===== config.mk =====
export PLATFORM = sky130hd
export DESIGN_NAME = utf16_to_utf8_transcoder_flat
export DESIGN_NICKNAME = d
export VERILOG_FILES = /design/src/rtl/core/u16u8_pkg.sv /design/src/rtl/core/u16u8_in_if.sv /design/src/rtl/core/u16u8_out_if.sv /design/src/rtl/core/u16u8_front.sv /design/src/rtl/core/u16u8_fifo.sv /design/src/rtl/core/u16u8_back.sv /design/src/rtl/core/utf16_to_utf8_transcoder.sv /design/src/flat_wrapper.sv
export SDC_FILE = /design/constraint.sdc
export NUM_CORES = 1
export LEC_CHECK = 0
export BUFFER_PORTS_ARGS = -buffer_cell sky130_fd_sc_hd__buf_2
export CAP_MARGIN = 5
export CORE_MARGIN = 1
export CORE_UTILIZATION = 55
export CTS_CLUSTER_DIAMETER = 50
export DETAILED_ROUTE_END_ITERATION = 6
export PLACE_DENSITY = 0.8
export SLEW_MARGIN = 20
export SYNTH_ARGS = -nofsm -noshare
export SYNTH_HDL_FRONTEND = slang
export SYNTH_HIERARCHICAL = 1
export SYNTH_SLANG_ARGS = --single-unit

===== constraint.sdc =====
create_clock -name i_clk -period 4.1 [get_ports i_clk]
set_input_delay 0.615 -clock i_clk [delete_from_list [all_inputs] [get_ports i_clk]]
set_output_delay 0.615 -clock i_clk [all_outputs]
set_load 0.005 [all_outputs]

===== src/rtl/core/u16u8_pkg.sv =====
package u16u8_pkg;

    localparam int QDepth = 4;
    localparam int QAddrW = (QDepth > 1) ? $clog2(QDepth) : 1;
    localparam int QCntW  = $clog2(QDepth + 1);

    localparam logic [5:0]  HighTag  = 6'h36;
    localparam logic [5:0]  LowTag   = 6'h37;
    localparam logic [20:0] SuppBase = 21'h10000;
    localparam logic [15:0] Lim1     = 16'h0080;
    localparam logic [15:0] Lim2     = 16'h0800;
    localparam logic [7:0]  ContMark = 8'h80;
    localparam logic [7:0]  Lead2    = 8'hC0;
    localparam logic [7:0]  Lead3    = 8'hE0;
    localparam logic [7:0]  Lead4    = 8'hF0;

    typedef enum logic [1:0] {
        KIND_CHAR,
        KIND_TERM,
        KIND_ERR
    } t_kind;

    typedef struct packed {
        t_kind       kind;
        logic [1:0]  last;
        logic [20:0] cp;
    } t_job;

    typedef struct packed {
        logic full;
        logic empty;
    } t_q_stat;

endpackage


===== src/rtl/core/u16u8_in_if.sv =====
interface u16u8_in_if;
    logic        valid;
    logic        ready;
    logic [15:0] code_unit;

    modport source (output valid, output code_unit, input ready);
    modport sink (input valid, input code_unit, output ready);
endinterface


===== src/rtl/core/u16u8_out_if.sv =====
interface u16u8_out_if;
    logic       valid;
    logic       ready;
    logic [7:0] out_byte;
    logic       end_flag;
    logic       bad_string;

    modport source (output valid, output out_byte, output end_flag, output bad_string,
                    input ready);
    modport sink (input valid, input out_byte, input end_flag, input bad_string,
                  output ready);
endinterface


===== src/rtl/core/u16u8_front.sv =====
module u16u8_front (
    input  logic               i_clk,
    input  logic               i_rst_n,
    u16u8_in_if.sink           i_in,
    input  u16u8_pkg::t_q_stat i_q_stat,
    output logic               o_push,
    output u16u8_pkg::t_job    o_job
);
    import u16u8_pkg::*;

    logic [9:0]  r_held_bits;
    logic        r_have_held;
    logic        r_skipping;
    logic [9:0]  n_held_bits;
    logic        n_have_held;
    logic        n_skipping;
    logic        w_accept;
    logic [15:0] w_u;
    logic        w_is_high;
    logic        w_is_low;
    logic        w_zero;
    logic        w_push;
    t_job        w_job;

    assign i_in.ready = !i_q_stat.full;
    assign w_accept   = i_in.valid && i_in.ready;
    assign w_u        = i_in.code_unit;
    assign w_is_high  = (w_u[15:10] == HighTag);
    assign w_is_low   = (w_u[15:10] == LowTag);
    assign w_zero     = (w_u == 16'h0000);

    always_comb begin
        n_held_bits = r_held_bits;
        n_have_held = r_have_held;
        n_skipping  = r_skipping;
        w_push      = 1'b0;
        w_job.kind  = KIND_CHAR;
        w_job.last  = 2'd0;
        w_job.cp    = {5'd0, w_u};
        if (r_skipping) begin
            if (w_zero) begin
                n_skipping = 1'b0;
            end
        end else if (r_have_held) begin
            n_have_held = 1'b0;
            n_held_bits = 10'd0;
            w_push      = 1'b1;
            if (w_is_low) begin
                w_job.kind = KIND_CHAR;
                w_job.last = 2'd3;
                w_job.cp   = {1'b0, r_held_bits, w_u[9:0]} + SuppBase;
            end else begin
                w_job.kind = KIND_ERR;
                n_skipping = !w_zero;
            end
        end else if (w_zero) begin
            w_push     = 1'b1;
            w_job.kind = KIND_TERM;
        end else if (w_is_high) begin
            n_held_bits = w_u[9:0];
            n_have_held = 1'b1;
        end else if (w_is_low) begin
            w_push     = 1'b1;
            w_job.kind = KIND_ERR;
            n_skipping = 1'b1;
        end else begin
            w_push = 1'b1;
            if (w_u < Lim1) begin
                w_job.last = 2'd0;
            end else if (w_u < Lim2) begin
                w_job.last = 2'd1;
            end else begin
                w_job.last = 2'd2;
            end
        end
    end

    always_ff @(posedge i_clk) begin
        if (!i_rst_n) begin
            r_held_bits <= 10'd0;
            r_have_held <= 1'b0;
            r_skipping  <= 1'b0;
        end else if (w_accept) begin
            r_held_bits <= n_held_bits;
            r_have_held <= n_have_held;
            r_skipping  <= n_skipping;
        end
    end

    assign o_push = w_accept && w_push;
    assign o_job  = w_job;

endmodule


===== src/rtl/core/u16u8_fifo.sv =====
module u16u8_fifo (
    input  logic               i_clk,
    input  logic               i_rst_n,
    input  logic               i_push,
    input  u16u8_pkg::t_job    i_job,
    input  logic               i_pop,
    output u16u8_pkg::t_job    o_job,
    output u16u8_pkg::t_q_stat o_stat
);
    import u16u8_pkg::*;

    t_job              r_mem [QDepth];
    logic [QAddrW-1:0] r_wr_ptr;
    logic [QAddrW-1:0] r_rd_ptr;
    logic [QCntW-1:0]  r_count;
    logic              w_do_push;
    logic              w_do_pop;

    assign o_stat.full  = (r_count == QCntW'(QDepth));
    assign o_stat.empty = (r_count == '0);
    assign w_do_push    = i_push && !o_stat.full;
    assign w_do_pop     = i_pop && !o_stat.empty;
    assign o_job        = r_mem[r_rd_ptr];

    always_ff @(posedge i_clk) begin
        if (w_do_push) begin
            r_mem[r_wr_ptr] <= i_job;
        end
    end

    always_ff @(posedge i_clk) begin
        if (!i_rst_n) begin
            r_wr_ptr <= '0;
            r_rd_ptr <= '0;
            r_count  <= '0;
        end else begin
            if (w_do_push) begin
                r_wr_ptr <= (r_wr_ptr == QAddrW'(QDepth - 1)) ? '0 : r_wr_ptr + 1'b1;
            end
            if (w_do_pop) begin
                r_rd_ptr <= (r_rd_ptr == QAddrW'(QDepth - 1)) ? '0 : r_rd_ptr + 1'b1;
            end
            if (w_do_push && !w_do_pop) begin
                r_count <= r_count + 1'b1;
            end else if (!w_do_push && w_do_pop) begin
                r_count <= r_count - 1'b1;
            end
        end
    end

endmodule


===== src/rtl/core/u16u8_back.sv =====
module u16u8_back (
    input  logic               i_clk,
    input  logic               i_rst_n,
    input  u16u8_pkg::t_job    i_job,
    input  u16u8_pkg::t_q_stat i_q_stat,
    output logic               o_pop,
    u16u8_out_if.source        o_out
);
    import u16u8_pkg::*;

    logic [1:0] r_idx;
    logic       r_valid;
    logic [7:0] r_byte;
    logic       r_end;
    logic       r_bad;
    logic       w_load;
    logic       w_last_beat;
    logic [1:0] w_shift;
    logic [5:0] w_cont;
    logic [7:0] w_byte;

    assign w_load      = (!r_valid || o_out.ready) && !i_q_stat.empty;
    assign w_last_beat = (r_idx == i_job.last);
    assign w_shift     = i_job.last - r_idx;

    always_comb begin
        case (w_shift)
            2'd1:    w_cont = i_job.cp[11:6];
            2'd2:    w_cont = i_job.cp[17:12];
            default: w_cont = i_job.cp[5:0];
        endcase
    end

    always_comb begin
        if (i_job.last == 2'd0) begin
            w_byte = (i_job.kind == KIND_CHAR) ? {1'b0, i_job.cp[6:0]} : 8'h00;
        end else if (r_idx == 2'd0) begin
            case (i_job.last)
                2'd1:    w_byte = Lead2 | {3'd0, i_job.cp[10:6]};
                2'd2:    w_byte = Lead3 | {4'd0, i_job.cp[15:12]};
                default: w_byte = Lead4 | {5'd0, i_job.cp[20:18]};
            endcase
        end else begin
            w_byte = ContMark | {2'd0, w_cont};
        end
    end

    always_ff @(posedge i_clk) begin
        if (!i_rst_n) begin
            r_idx   <= 2'd0;
            r_valid <= 1'b0;
        end else begin
            if (w_load) begin
                r_valid <= 1'b1;
                r_idx   <= w_last_beat ? 2'd0 : r_idx + 2'd1;
            end else if (o_out.ready) begin
                r_valid <= 1'b0;
            end
        end
    end

    always_ff @(posedge i_clk) begin
        if (w_load) begin
            r_byte <= w_byte;
            r_end  <= (i_job.kind != KIND_CHAR);
            r_bad  <= (i_job.kind == KIND_ERR);
        end
    end

    assign o_pop            = w_load && w_last_beat;
    assign o_out.valid      = r_valid;
    assign o_out.out_byte   = r_byte;
    assign o_out.end_flag   = r_end;
    assign o_out.bad_string = r_bad;

endmodule


===== src/rtl/core/utf16_to_utf8_transcoder.sv =====
// an accepted unit's job is written to the queue, then its first byte to the output register
// throughput: one byte per cycle unless stalled or the queue is empty; 1 to 4 bytes per unit
// a four-entry job queue lets the front queue up to four jobs while bytes drain
// high surrogates and units in a dropped string push no job and give no output byte
// reset: synchronous active-low i_rst_n clears the held surrogate, skip flag, queue and output
module utf16_to_utf8_transcoder (
    input  logic         i_clk,
    input  logic         i_rst_n,
    u16u8_in_if.sink     i_in,
    u16u8_out_if.source  o_out
);
    import u16u8_pkg::*;

    t_job    w_push_job;
    t_job    w_head_job;
    t_q_stat w_q_stat;
    logic    w_push;
    logic    w_pop;

    u16u8_front u_front (
        .i_clk    (i_clk),
        .i_rst_n  (i_rst_n),
        .i_in     (i_in),
        .i_q_stat (w_q_stat),
        .o_push   (w_push),
        .o_job    (w_push_job)
    );

    u16u8_fifo u_fifo (
        .i_clk   (i_clk),
        .i_rst_n (i_rst_n),
        .i_push  (w_push),
        .i_job   (w_push_job),
        .i_pop   (w_pop),
        .o_job   (w_head_job),
        .o_stat  (w_q_stat)
    );

    u16u8_back u_back (
        .i_clk    (i_clk),
        .i_rst_n  (i_rst_n),
        .i_job    (w_head_job),
        .i_q_stat (w_q_stat),
        .o_pop    (w_pop),
        .o_out    (o_out)
    );

`ifndef SYNTH
    a_bad_ends: assert property (@(posedge i_clk) disable iff (!i_rst_n)
        o_out.valid && o_out.bad_string |-> o_out.end_flag)
        else $error("error beat without end flag");

    a_end_zero: assert property (@(posedge i_clk) disable iff (!i_rst_n)
        o_out.valid && o_out.end_flag |-> o_out.out_byte == 8'h00)
        else $error("end beat with nonzero byte");

    a_q_stat: assert property (@(posedge i_clk) disable iff (!i_rst_n)
        !(w_q_stat.full && w_q_stat.empty))
        else $error("queue both full and empty");

    a_pop_nonempty: assert property (@(posedge i_clk) disable iff (!i_rst_n)
        w_pop |-> !w_q_stat.empty)
        else $error("pop from empty queue");
`endif

endmodule


===== src/flat_wrapper.sv =====
// flat-port wrapper written by rule: the top's interface ports become plain ports
module utf16_to_utf8_transcoder_flat import u16u8_pkg::*;
  (i_clk, i_rst_n, i_in_valid, i_in_code_unit, i_in_ready, o_out_valid, o_out_out_byte, o_out_end_flag, o_out_bad_string, o_out_ready);
  u16u8_in_if i_in_i ();
  u16u8_out_if o_out_i ();
  input  logic i_clk;
  input  logic i_rst_n;
  input wire logic [$bits(i_in_i.valid)-1:0] i_in_valid;
  input wire logic [$bits(i_in_i.code_unit)-1:0] i_in_code_unit;
  output wire logic [$bits(i_in_i.ready)-1:0] i_in_ready;
  output wire logic [$bits(o_out_i.valid)-1:0] o_out_valid;
  output wire logic [$bits(o_out_i.out_byte)-1:0] o_out_out_byte;
  output wire logic [$bits(o_out_i.end_flag)-1:0] o_out_end_flag;
  output wire logic [$bits(o_out_i.bad_string)-1:0] o_out_bad_string;
  input wire logic [$bits(o_out_i.ready)-1:0] o_out_ready;
  assign i_in_i.valid = i_in_valid;
  assign i_in_i.code_unit = i_in_code_unit;
  assign i_in_ready = i_in_i.ready;
  assign o_out_valid = o_out_i.valid;
  assign o_out_out_byte = o_out_i.out_byte;
  assign o_out_end_flag = o_out_i.end_flag;
  assign o_out_bad_string = o_out_i.bad_string;
  assign o_out_i.ready = o_out_ready;
  utf16_to_utf8_transcoder u_core (.i_clk(i_clk), .i_rst_n(i_rst_n), .i_in(i_in_i), .o_out(o_out_i));
endmodule

### After elaboration in Yosys (flattened, before gate mapping)

Memories as Yosys holds them, arrays and structs flattened. A register that Yosys moved wholly into a read port is not among the register bits.
Index checks and enable logic that the tools add are counted.
W data, S select, Z words.

* input port bits: 20
* bits in registers: 32
* output and inout port bits: 12
* RAM bits: 100
* word-level logic and storage cells: 105
* memories: 1

* magnitude comparators: 2
* bitwise operators: 1
* $add $sub $neg: 7
* multiplexer cells: 45
* eq/ne operators: 12
* reductions and logical operators: 26

Memories
* u_core.u_fifo.r_mem: words 4, bits a word 25, read ports 1, clocked after Yosys merged registers in 1, wr ports 1, line u16u8_fifo.sv:12 `t_job r_mem [QDepth];`

Operators with widths (count)
* $mux W10: 3
* $mux W25: 1
* $mux W2: 12
* $pmux W6 S2: 2
* $mux W23: 1
* $add A20 B17 Y21 const B: 1
* $mux W21: 1
* $mux W1: 18
* $logic_not A16 Y1: 1
* $lt A16 B12 Y1 const B: 1
* $lt A16 B8 Y1 const B: 1
* $mux W8: 2
* $eq A6 B6 Y1 const B: 2
* $eq A2 B2 Y1 const B: 5
* $logic_and A1 B1 Y1: 8
* $mux W4: 2
* $reduce_bool A2 Y1: 4
* $mux W7: 1
* $add A2 B1 Y2 const B: 3
* $logic_not A1 Y1: 6
* $logic_not A2 Y1: 3
* $mux W3: 2
* $eq A2 B1 Y1 const B: 2
* $reduce_and A4 Y1: 1
* 10 further kinds: 10

### Depth between registers and ports, before layout

Gate-level depths: netlist of run 1.

* depth in word-level cells: 11
* gate-level depth with buffers: 13
* gate-level depth less buffers: 11

### Modules after synthesis

Netlist of run 1, hierarchy kept.

Modules (own cells, without submodules)
* u16u8_fifo: sequential area each 3183.1 µm², area each 4131.5 µm², cells an instance 182, instances 1
* u16u8_back: sequential area each 360.3 µm², area each 905.9 µm², cells an instance 88, instances 1
* u16u8_front: sequential area each 240.2 µm², area each 827.0 µm², cells an instance 106, instances 1

### Worst setup path before layout of run 1

Ideal clock, no wire load.

* path type: reg2reg
* from: register with a tool-made name
* to: register u_core.u_fifo.r_count[2]
* library setup time: 76 ps
* path slack: 986 ps
* path buffers: 2
* period minus slack after synthesis: 3114 ps
* arrival: 3038 ps
* data required time: 4024 ps
* stages on the path, launching flop included: 14
* path through: dfxtp_1 buf_6 buf_12 mux4_2 inv_1 ha_1 and3_2 o31ai_1 ha_1 inv_1 fa_1 xor2_1 or3_1 a21boi_0

RTL lines
* end signal, assigned: line u16u8_fifo.sv:44 `r_count <= r_count + 1'b1;`
* end signal, assigned: line u16u8_fifo.sv:46 `r_count <= r_count - 1'b1;`
* end, declared: line u16u8_fifo.sv:15 `logic [QCntW-1:0] r_count;`

==> run metrics, run 1 <==
leakage power 2.27 nW; most common cell after layout, fill and taps aside edfxtp_1; CTS tree built; clock sinks 134; GR Overflow Total 0; vias in the first global route 3243; Antenna diodes 0; remaining routing DRC violations 0; Clock Tree Root clkbuf_8; Critical Path End Type flop; average cell area after synthesis 15.6 sq um; max cap viols 0; Synth Flop Type edfxtp_1; Gate power share 27.5%; hpwl dp 7080 um; CTS Buf Count 17; die area 11100 sq um; Starting Density 56.8%; GRT Total Usage 21.1%; internal power 0.00313 W; Sequential Power Share 42.4%; Syn Nets 412; Setup Slack @ Placement 793 ps; antenna violations before repair 0; Core Rows 37; Final period util 79.1%; worst-margin pin slew 819 ps; Buffers on Ports 31; routed metal-1 wire length 4600 um; CP Launch Type flop; I/O pin total 32; Final Hold Vio Count 0; Min Clock Period, post-route 3240 ps; core area 10300 sq um; area delta synth->final 12.2%; synthesis warning total 6; largest net degree at the start of global routing 26; Peak Freq 308 MHz; unrepaired setup endpoints after global routing no; Arrival @ worst endpoint 3670 ps; setup TNS 0 ps; Pre-antenna DRT Iters 5; Final Worst Setup Slack 857 ps; maximum clock path buffer count 2; aggregate routed wire length 10800 um; later-pin clock latency in the skew report 520 ps; # hold bufs at CTS 0; post-synthesis cell area 5860 sq um; switching power 0.00128 W; first-pass GRT wire length 16800 um; Die Y 105 um; Worst Path Max Fanout 5; Slew Limit Fails 0; Worst EP required 4530 ps; gp weighted congestion 0.806; kind of critical path reg -> reg; final net count 445; FFs w/ async S/R, synth 0%; Distinct cells, synth 58; share of cells above drive strength 1 21.8%; via count 3336; drt first-iter violations 254; post-synthesis sequential area ratio 64.5%; uppermost layer routed met4; peak supply drop 369 uV; post-DR wirelength/cell 19.3 um; Setup-failing EPs final 0; total number of H-tree levels 4; Die X-Extent 105 um; EDFF count, synth 110; Max Clock Skew 6.83 ps; Synth Register Bits 134; # resized after CTS 0; via-per-instance ratio 5.98; met3 wire len 679 um; sw frac 29.0%; Clk network pwr share 30.1%; Post-CTS Setup Inserts 0; Hold Path Class in -> reg; PwrDens 669 nW/um^2; Synth Instances 376; CTS clock-pin slew for the worst setup and hold paths 60 ps; Slew HR 45.2%; Routed Antenna Nets 0; status finished, final reports clean; DR WL met2 5180 um; most frequent cells in the layout edfxtp_1 (110), buf_2 (31), dfxtp_1 (24)
[Yosys cell counts, types with 4 or more instances]
master	instances	area (sq um)
edfxtp_1	110	3300
dfxtp_1	24	480
nand2_1	23	86.3
mux4_2	20	450
o21ai_0	19	95.1
ha_1	15	188
inv_1	14	52.6
nor2_1	14	52.6
a21boi_0	11	82.6
buf_4	11	82.6
a22oi_1	9	67.6
a21oi_1	7	35.0
nor2b_1	7	43.8
and2_1	6	37.5
nand3_1	6	30.0
a221o_1	5	50.1
buf_2	5	25.0
mux4_1	5	131
o2bb2ai_1	4	35.0
xnor2_1	4	35.0
[state kept, by name, summed over array words and instances (netlist names), named ones only]
name,flops
u_core/u_back/o_out.valid,1
u_core/u_front/r_have_held,1
u_core/u_back/o_out.end_flag,1
u_core/u_fifo/r_wr_ptr,2
u_core/u_back/o_out.bad_string,1
u_core/u_back/r_idx,2
u_core/u_back/o_out.out_byte,8
u_core/u_fifo/r_rd_ptr,2
u_core/u_fifo/r_mem,100
u_core/u_front/r_held_bits,10
u_core/u_front/r_skipping,1
u_core/u_fifo/r_count,3
[kinds of logic (layout without fill, tap and decap cells)]
logic type	count (synthesis)	in the layout	synth area share, %
flops	134	134	64.5
buf+inv	37	83	3.88
fa+ha+maj	16	16	3.54
compound gates	72	72	8.58
xor+xnor	7	7	1.05
simple gates	79	79	7.43
mux	31	31	11.0
[stage by stage]
stage	instance area, sq um	total power (W)	utilization [%]	instances	hold slack, ps
floorplan	5860	0.00280	-	376	453
global placement	6060	0.00306	58.7	526	471
detailed placement	6060	0.00310	58.7	526	476
CTS	6580	0.00444	63.8	558	332
global route	6580	0.00464	63.8	558	345
finish	6580	0.00441	63.8	558	350
[cell type report]
| cell class | instances | area [sq um] |
|---|---|---|
| clock buffer | 27 | 472 |
| clock inverter | 5 | 51.3 |
| fill | 708 | 3740 |
| inverter | 14 | 52.6 |
| multi-input combinational | 205 | 1850 |
| sequential | 134 | 3780 |
| tap | 136 | 170 |
| timing repair buffer | 37 | 200 |
[final timing paths]
check / cells after the start / slack [ps] / from / endpoint
max reg2reg: 11 / 860 / flop / u_core/u_fifo/r_count[2]
min: 1 / 350 / i_in_code_unit[4] / u_core/u_fifo/r_mem[1][4]
min reg2reg: 2 / 480 / u_core/u_front/r_held_bits[1] / u_core/u_front/r_held_bits[1]
max: 11 / 860 / flop / u_core/u_fifo/r_count[2]
[worst max-delay path, cell delays in order (launching register included)]
cell	delay (ps)
dfxtp_1	400
mux4_2	560
inv_1	130
ha_1	300
and3_2	220
o31ai_1	160
ha_1	290
inv_1	60
fa_1	370
xor2_1	160
or3_1	310
a21boi_0	210
[metal layers]
| metal | global-route usage [%] | up-vias |
|---|---|---|
| met5 | 0 | - |
| met4 | 11.1 | 0 |
| met3 | 6.31 | 20 |
| met2 | 32.0 | 133 |
| met1 | 27.5 | 1657 |
| li1 | - | 1526 |
[power by group through the flow]
| stage | clock, W | sequential, W | combinational [W] |
|---|---|---|---|
| 6_report | 0.00133 | 0.00187 | 0.00121 |
| 5_1_grt | 0.00141 | 0.00189 | 0.00135 |
| 4_1_cts | 0.00135 | 0.00187 | 0.00122 |
| 3_5_place_dp | 0 | 0.00189 | 0.00121 |
| 3_3_place_gp | 0 | 0.00188 | 0.00118 |
| 2_1_floorplan | 0 | 0.00188 | 0.000922 |
No activity file was read; power rests on OpenSTA's default activity.
==> run 2, diff against run 1 <==
==> constraint.sdc (replaced) <==
create_clock -name i_clk -period 3 [get_ports i_clk]
set_input_delay 0.45 -clock i_clk [delete_from_list [all_inputs] [get_ports i_clk]]
set_output_delay 0.45 -clock i_clk [all_outputs]
set_load 0.005 [all_outputs]
==> run 2 against run 1 <==
Compared with the run above: core utilization increased by 0.93 points; non-clock buffer count increased by 8; die area unchanged; clock-buffer cell count decreased by 10; clock power increased by 34%; global-route usage increased by 0.98 points; critical endpoint unchanged; largest cell class unchanged.
==> run metrics, run 2 (synthesis results as in run 1) <==
crit-path cells mux4_2 -> inv_4 -> ha_4 -> and3_2 -> o31ai_4 -> ha_2 -> inv_1 -> fa_1 -> xor2_1 -> or3_1 -> a21boi_1; Pre-antenna DRT Iters 7; gp weighted congestion 0.848; most frequent cells in the layout edfxtp_1 (110), buf_2 (31), nand2_1 (23), dfxtp_1 (23), mux4_2 (20); GR Overflow Total 0; Final Total Pwr 0.00612 W; Final period util 95.8%; Buffers on Ports 31; post-DR wirelength/cell 19.5 um; CTS clock-pin slew for the worst setup and hold paths 60 ps; peak supply drop 459 uV; Clock Tree Root clkbuf_8; Hold Path Class in -> reg; Worst Path Max Fanout 5; max cap viols 0; Peak Freq 348 MHz; Largest register FFs 100; later-pin clock latency in the skew report 520 ps; area delta synth->final 13.9%; unrepaired setup endpoints after global routing no; most common cell after layout, fill and taps aside edfxtp_1; total number of H-tree levels 4; hpwl dp 7340 um; Core Rows 37; Worst EP required 3450 ps; CTS Buf Count 17; remaining routing DRC violations 0; CP Launch Type flop; Setup Slack @ Placement -23.1 ps; Min Clock Period, post-route 2870 ps; Starting Density 56.8%; status finished, final reports clean; Die X-Extent 105 um; clock sinks 134; Final Worst Setup Slack 126 ps; Die Y 105 um; largest net degree at the start of global routing 26; Biggest register u_core/u_fifo/r_mem; PwrDens 916 nW/um^2; aggregate routed wire length 11000 um; via count 3361; delay-heaviest family, CP adder cells; kind of critical path reg -> reg; drt first-iter violations 250; CTS tree built; CP peak stage delay 550 ps; Routed Antenna Nets 0; Max Clock Skew 6.06 ps; Slew HR 57.2%; GRT Total Usage 22.1%; core area 10300 sq um; die area 11100 sq um; first-pass GRT wire length 17500 um; Critical Path End Type flop; worst reg-to-reg setup slack 130 ps; Buf/Inv on CP 2; antenna violations before repair 0; Slew Limit Fails 0; share of cells above drive strength 1 26.5%; worst-margin pin slew 642 ps; CP max-delay cell mux4_2; leakage power 2.30 nW; vias in the first global route 3360; Final Hold Vio Count 0; I/O pin total 32; Arrival @ worst endpoint 3320 ps; Setup-failing EPs final 0; via-per-instance ratio 5.94; maximum clock path buffer count 2; final net count 453; Antenna diodes 0
==> run 2: per-stage QoR <==
stage / std cells / util (%) / area, sq um / hold slack (ps) / TNS (ps)
floorplan: 376 / - / 5890 / 453 / 0
global placement: 533 / 59.5 / 6140 / 469 / 0
detailed placement: 533 / 59.5 / 6140 / 478 / -23.1
CTS: 565 / 64.6 / 6670 / 149 / 0
global route: 566 / 64.7 / 6680 / 163 / 0
finish: 566 / 64.7 / 6680 / 175 / 0
==> run 2: path summary, 6_finish.rpt <==
check,endpoint,depth (start not counted),from
worst max-delay path,u_core/u_fifo/r_count[2],11,flop
worst min-delay path,u_core/u_fifo/r_mem[0][2],1,i_in_code_unit[2]
worst max register to register,u_core/u_fifo/r_count[2],11,flop
worst min register to register,u_core/u_front/r_held_bits[1],2,u_core/u_front/r_held_bits[1]
==> run 2: final cells by class <==
class,count,area [sq um]
timing repair buffer,45,260
tap,136,170
fill,704,3640
sequential,134,3790
multi-input combinational,205,1880
clock buffer,17,414
clock inverter,15,110
inverter,14,55.1
==> run 2: per-layer routing <==
layer | global-route usage (%) | vias up | wire [um]
li1 | - | 1538 | -
met4 | 11.5 | 0 | 281
met3 | 6.25 | 26 | 566
met5 | 0 | - | 0
met1 | 28.3 | 1667 | 4710
met2 | 34.5 | 130 | 5460
==> run 2: timing repair <==
| action | CTS | global route |
|---|---|---|
| hold buffers | 0 | 0 |
| buffers inserted | 0 | 1 |
| cloned | 0 | 0 |
| hold endpoints to repair | 0 | 0 |
| gates resized for setup | 1 | 3 |
| setup endpoints to repair | 1 | 1 |
==> run 2: power by group <==
group | internal [W] | switching [W] | total, W
Sequential | 0.00243 | 0.000133 | 0.00256
Clock | 0.00101 | 0.000769 | 0.00178
Combinational | 0.000787 | 0.000988 | 0.00178
==> run 2: worst reg2reg max path: cells and delay by family, from the launching register on <==
kind	cells	cell delay, ps
buffers and inverters	2	160
adders and majority gates	3	830
and+or+nand+nor	2	500
AOI/OAI and AO/OA	2	240
xor gates and xnor gates	1	160
DFF	1	370
muxes	1	550
==> run 3, diff against run 2 <==
--- a/config.mk
+++ b/config.mk
@@ -12,6 +12,7 @@
 export CTS_CLUSTER_DIAMETER = 50
 export DETAILED_ROUTE_END_ITERATION = 6
 export PLACE_DENSITY = 0.8
+export SETUP_SLACK_MARGIN = 0.3
 export SLEW_MARGIN = 20
 export SYNTH_ARGS = -nofsm -noshare
 export SYNTH_HDL_FRONTEND = slang
==> run 3 against run 2 <==
Compared with the run above: final cell count decreased by 0.18%; largest cell class unchanged; clock power increased by 37%; clock-buffer cell count increased by 1; wire length increased by 8.0%; core utilization increased by 1.9 points; first-iteration DRC count increased by 25%; clock skew increased by 3.5 ps; sequential share of layout area decreased by 1.6 points; critical path type unchanged; register-to-register slack improved by 50 ps; final area increased by 2.9%.
==> run metrics, run 3 (synthesis results as in run 1) <==
kind of critical path reg -> reg; Die X-Extent 105 um; max cap viols 0; setup TNS 0 ps; Core Rows 37; WHS 194 ps; Slew Limit Fails 0; total number of H-tree levels 4; remaining routing DRC violations 0; share of cells above drive strength 1 27.0%; largest net degree at the start of global routing 26; gp weighted congestion 0.878; core area 10300 sq um; I/O pin total 32; Final period util 94.2%; worst-margin pin slew 694 ps; Arrival @ worst endpoint 3270 ps; Setup Slack @ Placement 200 ps; status finished, final reports clean; leakage power 2.39 nW; peak supply drop 470 uV; hold path depth 1; Largest register FFs 100; CP max-delay cell mux4_2; Setup-failing EPs final 0; Starting Density 56.8%; Slew HR 53.7%; Max Clock Skew 9.56 ps; drt first-iter violations 312; maximum clock path buffer count 2; reg2reg end u_core/u_fifo/r_count[2]; FF-to-FF path depth 11; CP peak stage delay 500 ps; most common cell after layout, fill and taps aside edfxtp_1; via-per-instance ratio 6.02; Final Worst Setup Slack 174 ps; Worst Path Max Fanout 5; Min Clock Period, post-route 2830 ps; post-DR wirelength/cell 21.0 um; Hold Path Class in -> reg; area delta synth->final 17.2%; antenna violations before repair 0; Final Total Pwr 0.00686 W; Worst EP required 3440 ps; first-pass GRT wire length 18400 um; Antenna diodes 0; Final Hold Vio Count 0; utilization after layout 66.6%; crit-path cells mux4_2 -> inv_2 -> ha_4 -> and3_4 -> o31ai_4 -> ha_2 -> inv_1 -> fa_2 -> xor2_1 -> or3_1 -> a21boi_2; Peak Freq 354 MHz; GR Overflow Total 0; PwrDens 998 nW/um^2; worst reg-to-reg setup slack 170 ps; most frequent cells in the layout edfxtp_1 (110), buf_2 (31), nand2_1 (23); Buffers on Ports 31; die area 11100 sq um; Pre-antenna DRT Iters 5; Die Y 105 um; CTS clock-pin slew for the worst setup and hold paths 60 ps; later-pin clock latency in the skew report 520 ps; via count 3400; clock sinks 134; hold endpoint u_core/u_fifo/r_mem[3][2]; hpwl dp 7090 um; aggregate routed wire length 11900 um; vias in the first global route 3323; Worst Hold Launch i_in_code_unit[2]; CP Launch Type flop; # hold bufs at CTS 0; Biggest register u_core/u_fifo/r_mem; Routed Antenna Nets 0; Critical Path End Type flop; final net count 452; Worst R2R Start u_core/u_fifo/r_mem[2][21]; CTS Buf Count 17; Clock Tree Root clkbuf_8; unrepaired setup endpoints after global routing yes; GRT Total Usage 23.2%; CTS tree built
==> run 3: cell types whose count changed in the layout (fill, tap and decap cells not counted), sizes merged <==
cell      change
clkinvlp      -4
buf           -1
clkinv        -5
clkbuf        +1
bufinv        +8
==> run 3: worst max path at each step <==
| stage | endpoint | start | slack, ps |
|---|---|---|---|
| CTS | u_core/u_fifo/r_count[2] | u_core/u_fifo/r_mem[2][21] | 190 |
| detailed placement | u_core/u_fifo/r_count[2] | u_core/u_fifo/r_count[0] | 200 |
| global placement | u_core/u_fifo/r_count[2] | flop | 280 |
| floorplan | u_core/u_fifo/r_count[2] | flop | 140 |
| global route | u_core/u_fifo/r_count[2] | u_core/u_fifo/r_mem[2][21] | 70 |
| finish | u_core/u_fifo/r_count[2] | u_core/u_fifo/r_mem[2][21] | 170 |
==> run 3: through the flow <==
stage | instance area, sq um | cells
final | 6870 | 565
after global routing | 6870 | 565
after CTS | 6850 | 564
after detailed placement | 6120 | 529
after global placement | 6120 | 529
after floorplan | 5900 | 376
==> run 3: routing by layer <==
layer | track usage, % | vias up | part of all wire (%)
met3 | 6.37 | 17 | 6.2
met2 | 38.1 | 141 | 51
met5 | 0 | - | 0
met1 | 29.2 | 1700 | 41
li1 | - | 1542 | -
met4 | 9.86 | 0 | 1.7
==> run 3: final cells by class <==
class | instances | area, sq um
repair buffers | 44 | 253
fillers | 676 | 3450
clock buffers | 18 | 418
clock inverters | 14 | 278
multi-input cells | 205 | 1910
flip-flops and latches | 134 | 3790
well taps | 136 | 170
inverters | 14 | 52.6
==> run 3: report_power, final <==
group / total, W / internal [W] / switching, W
combinational: 0.00184 / 0.000814 / 0.00102
sequential: 0.00258 / 0.00243 / 0.000151
clock: 0.00244 / 0.00168 / 0.000756
total: 0.00686 / 0.00493 / 0.00193
==> run 3: worst max-delay path, delay by kind of cell (launching register included) <==
| kind | cells | cell delay [ps] |
|---|---|---|
| compound gates | 2 | 240 |
| xor+xnor | 1 | 170 |
| fa+ha+maj | 3 | 780 |
| buf+inv | 2 | 170 |
| flops | 1 | 390 |
| mux | 1 | 500 |
| simple gates | 2 | 520 |
==> run 3: timing repair <==
action / CTS / global route
setup endpoints to repair: 3 / 7
cloned: 0 / 0
pin swaps: 1 / 1
buffers inserted: 3 / 1
resized for setup: 5 / 3
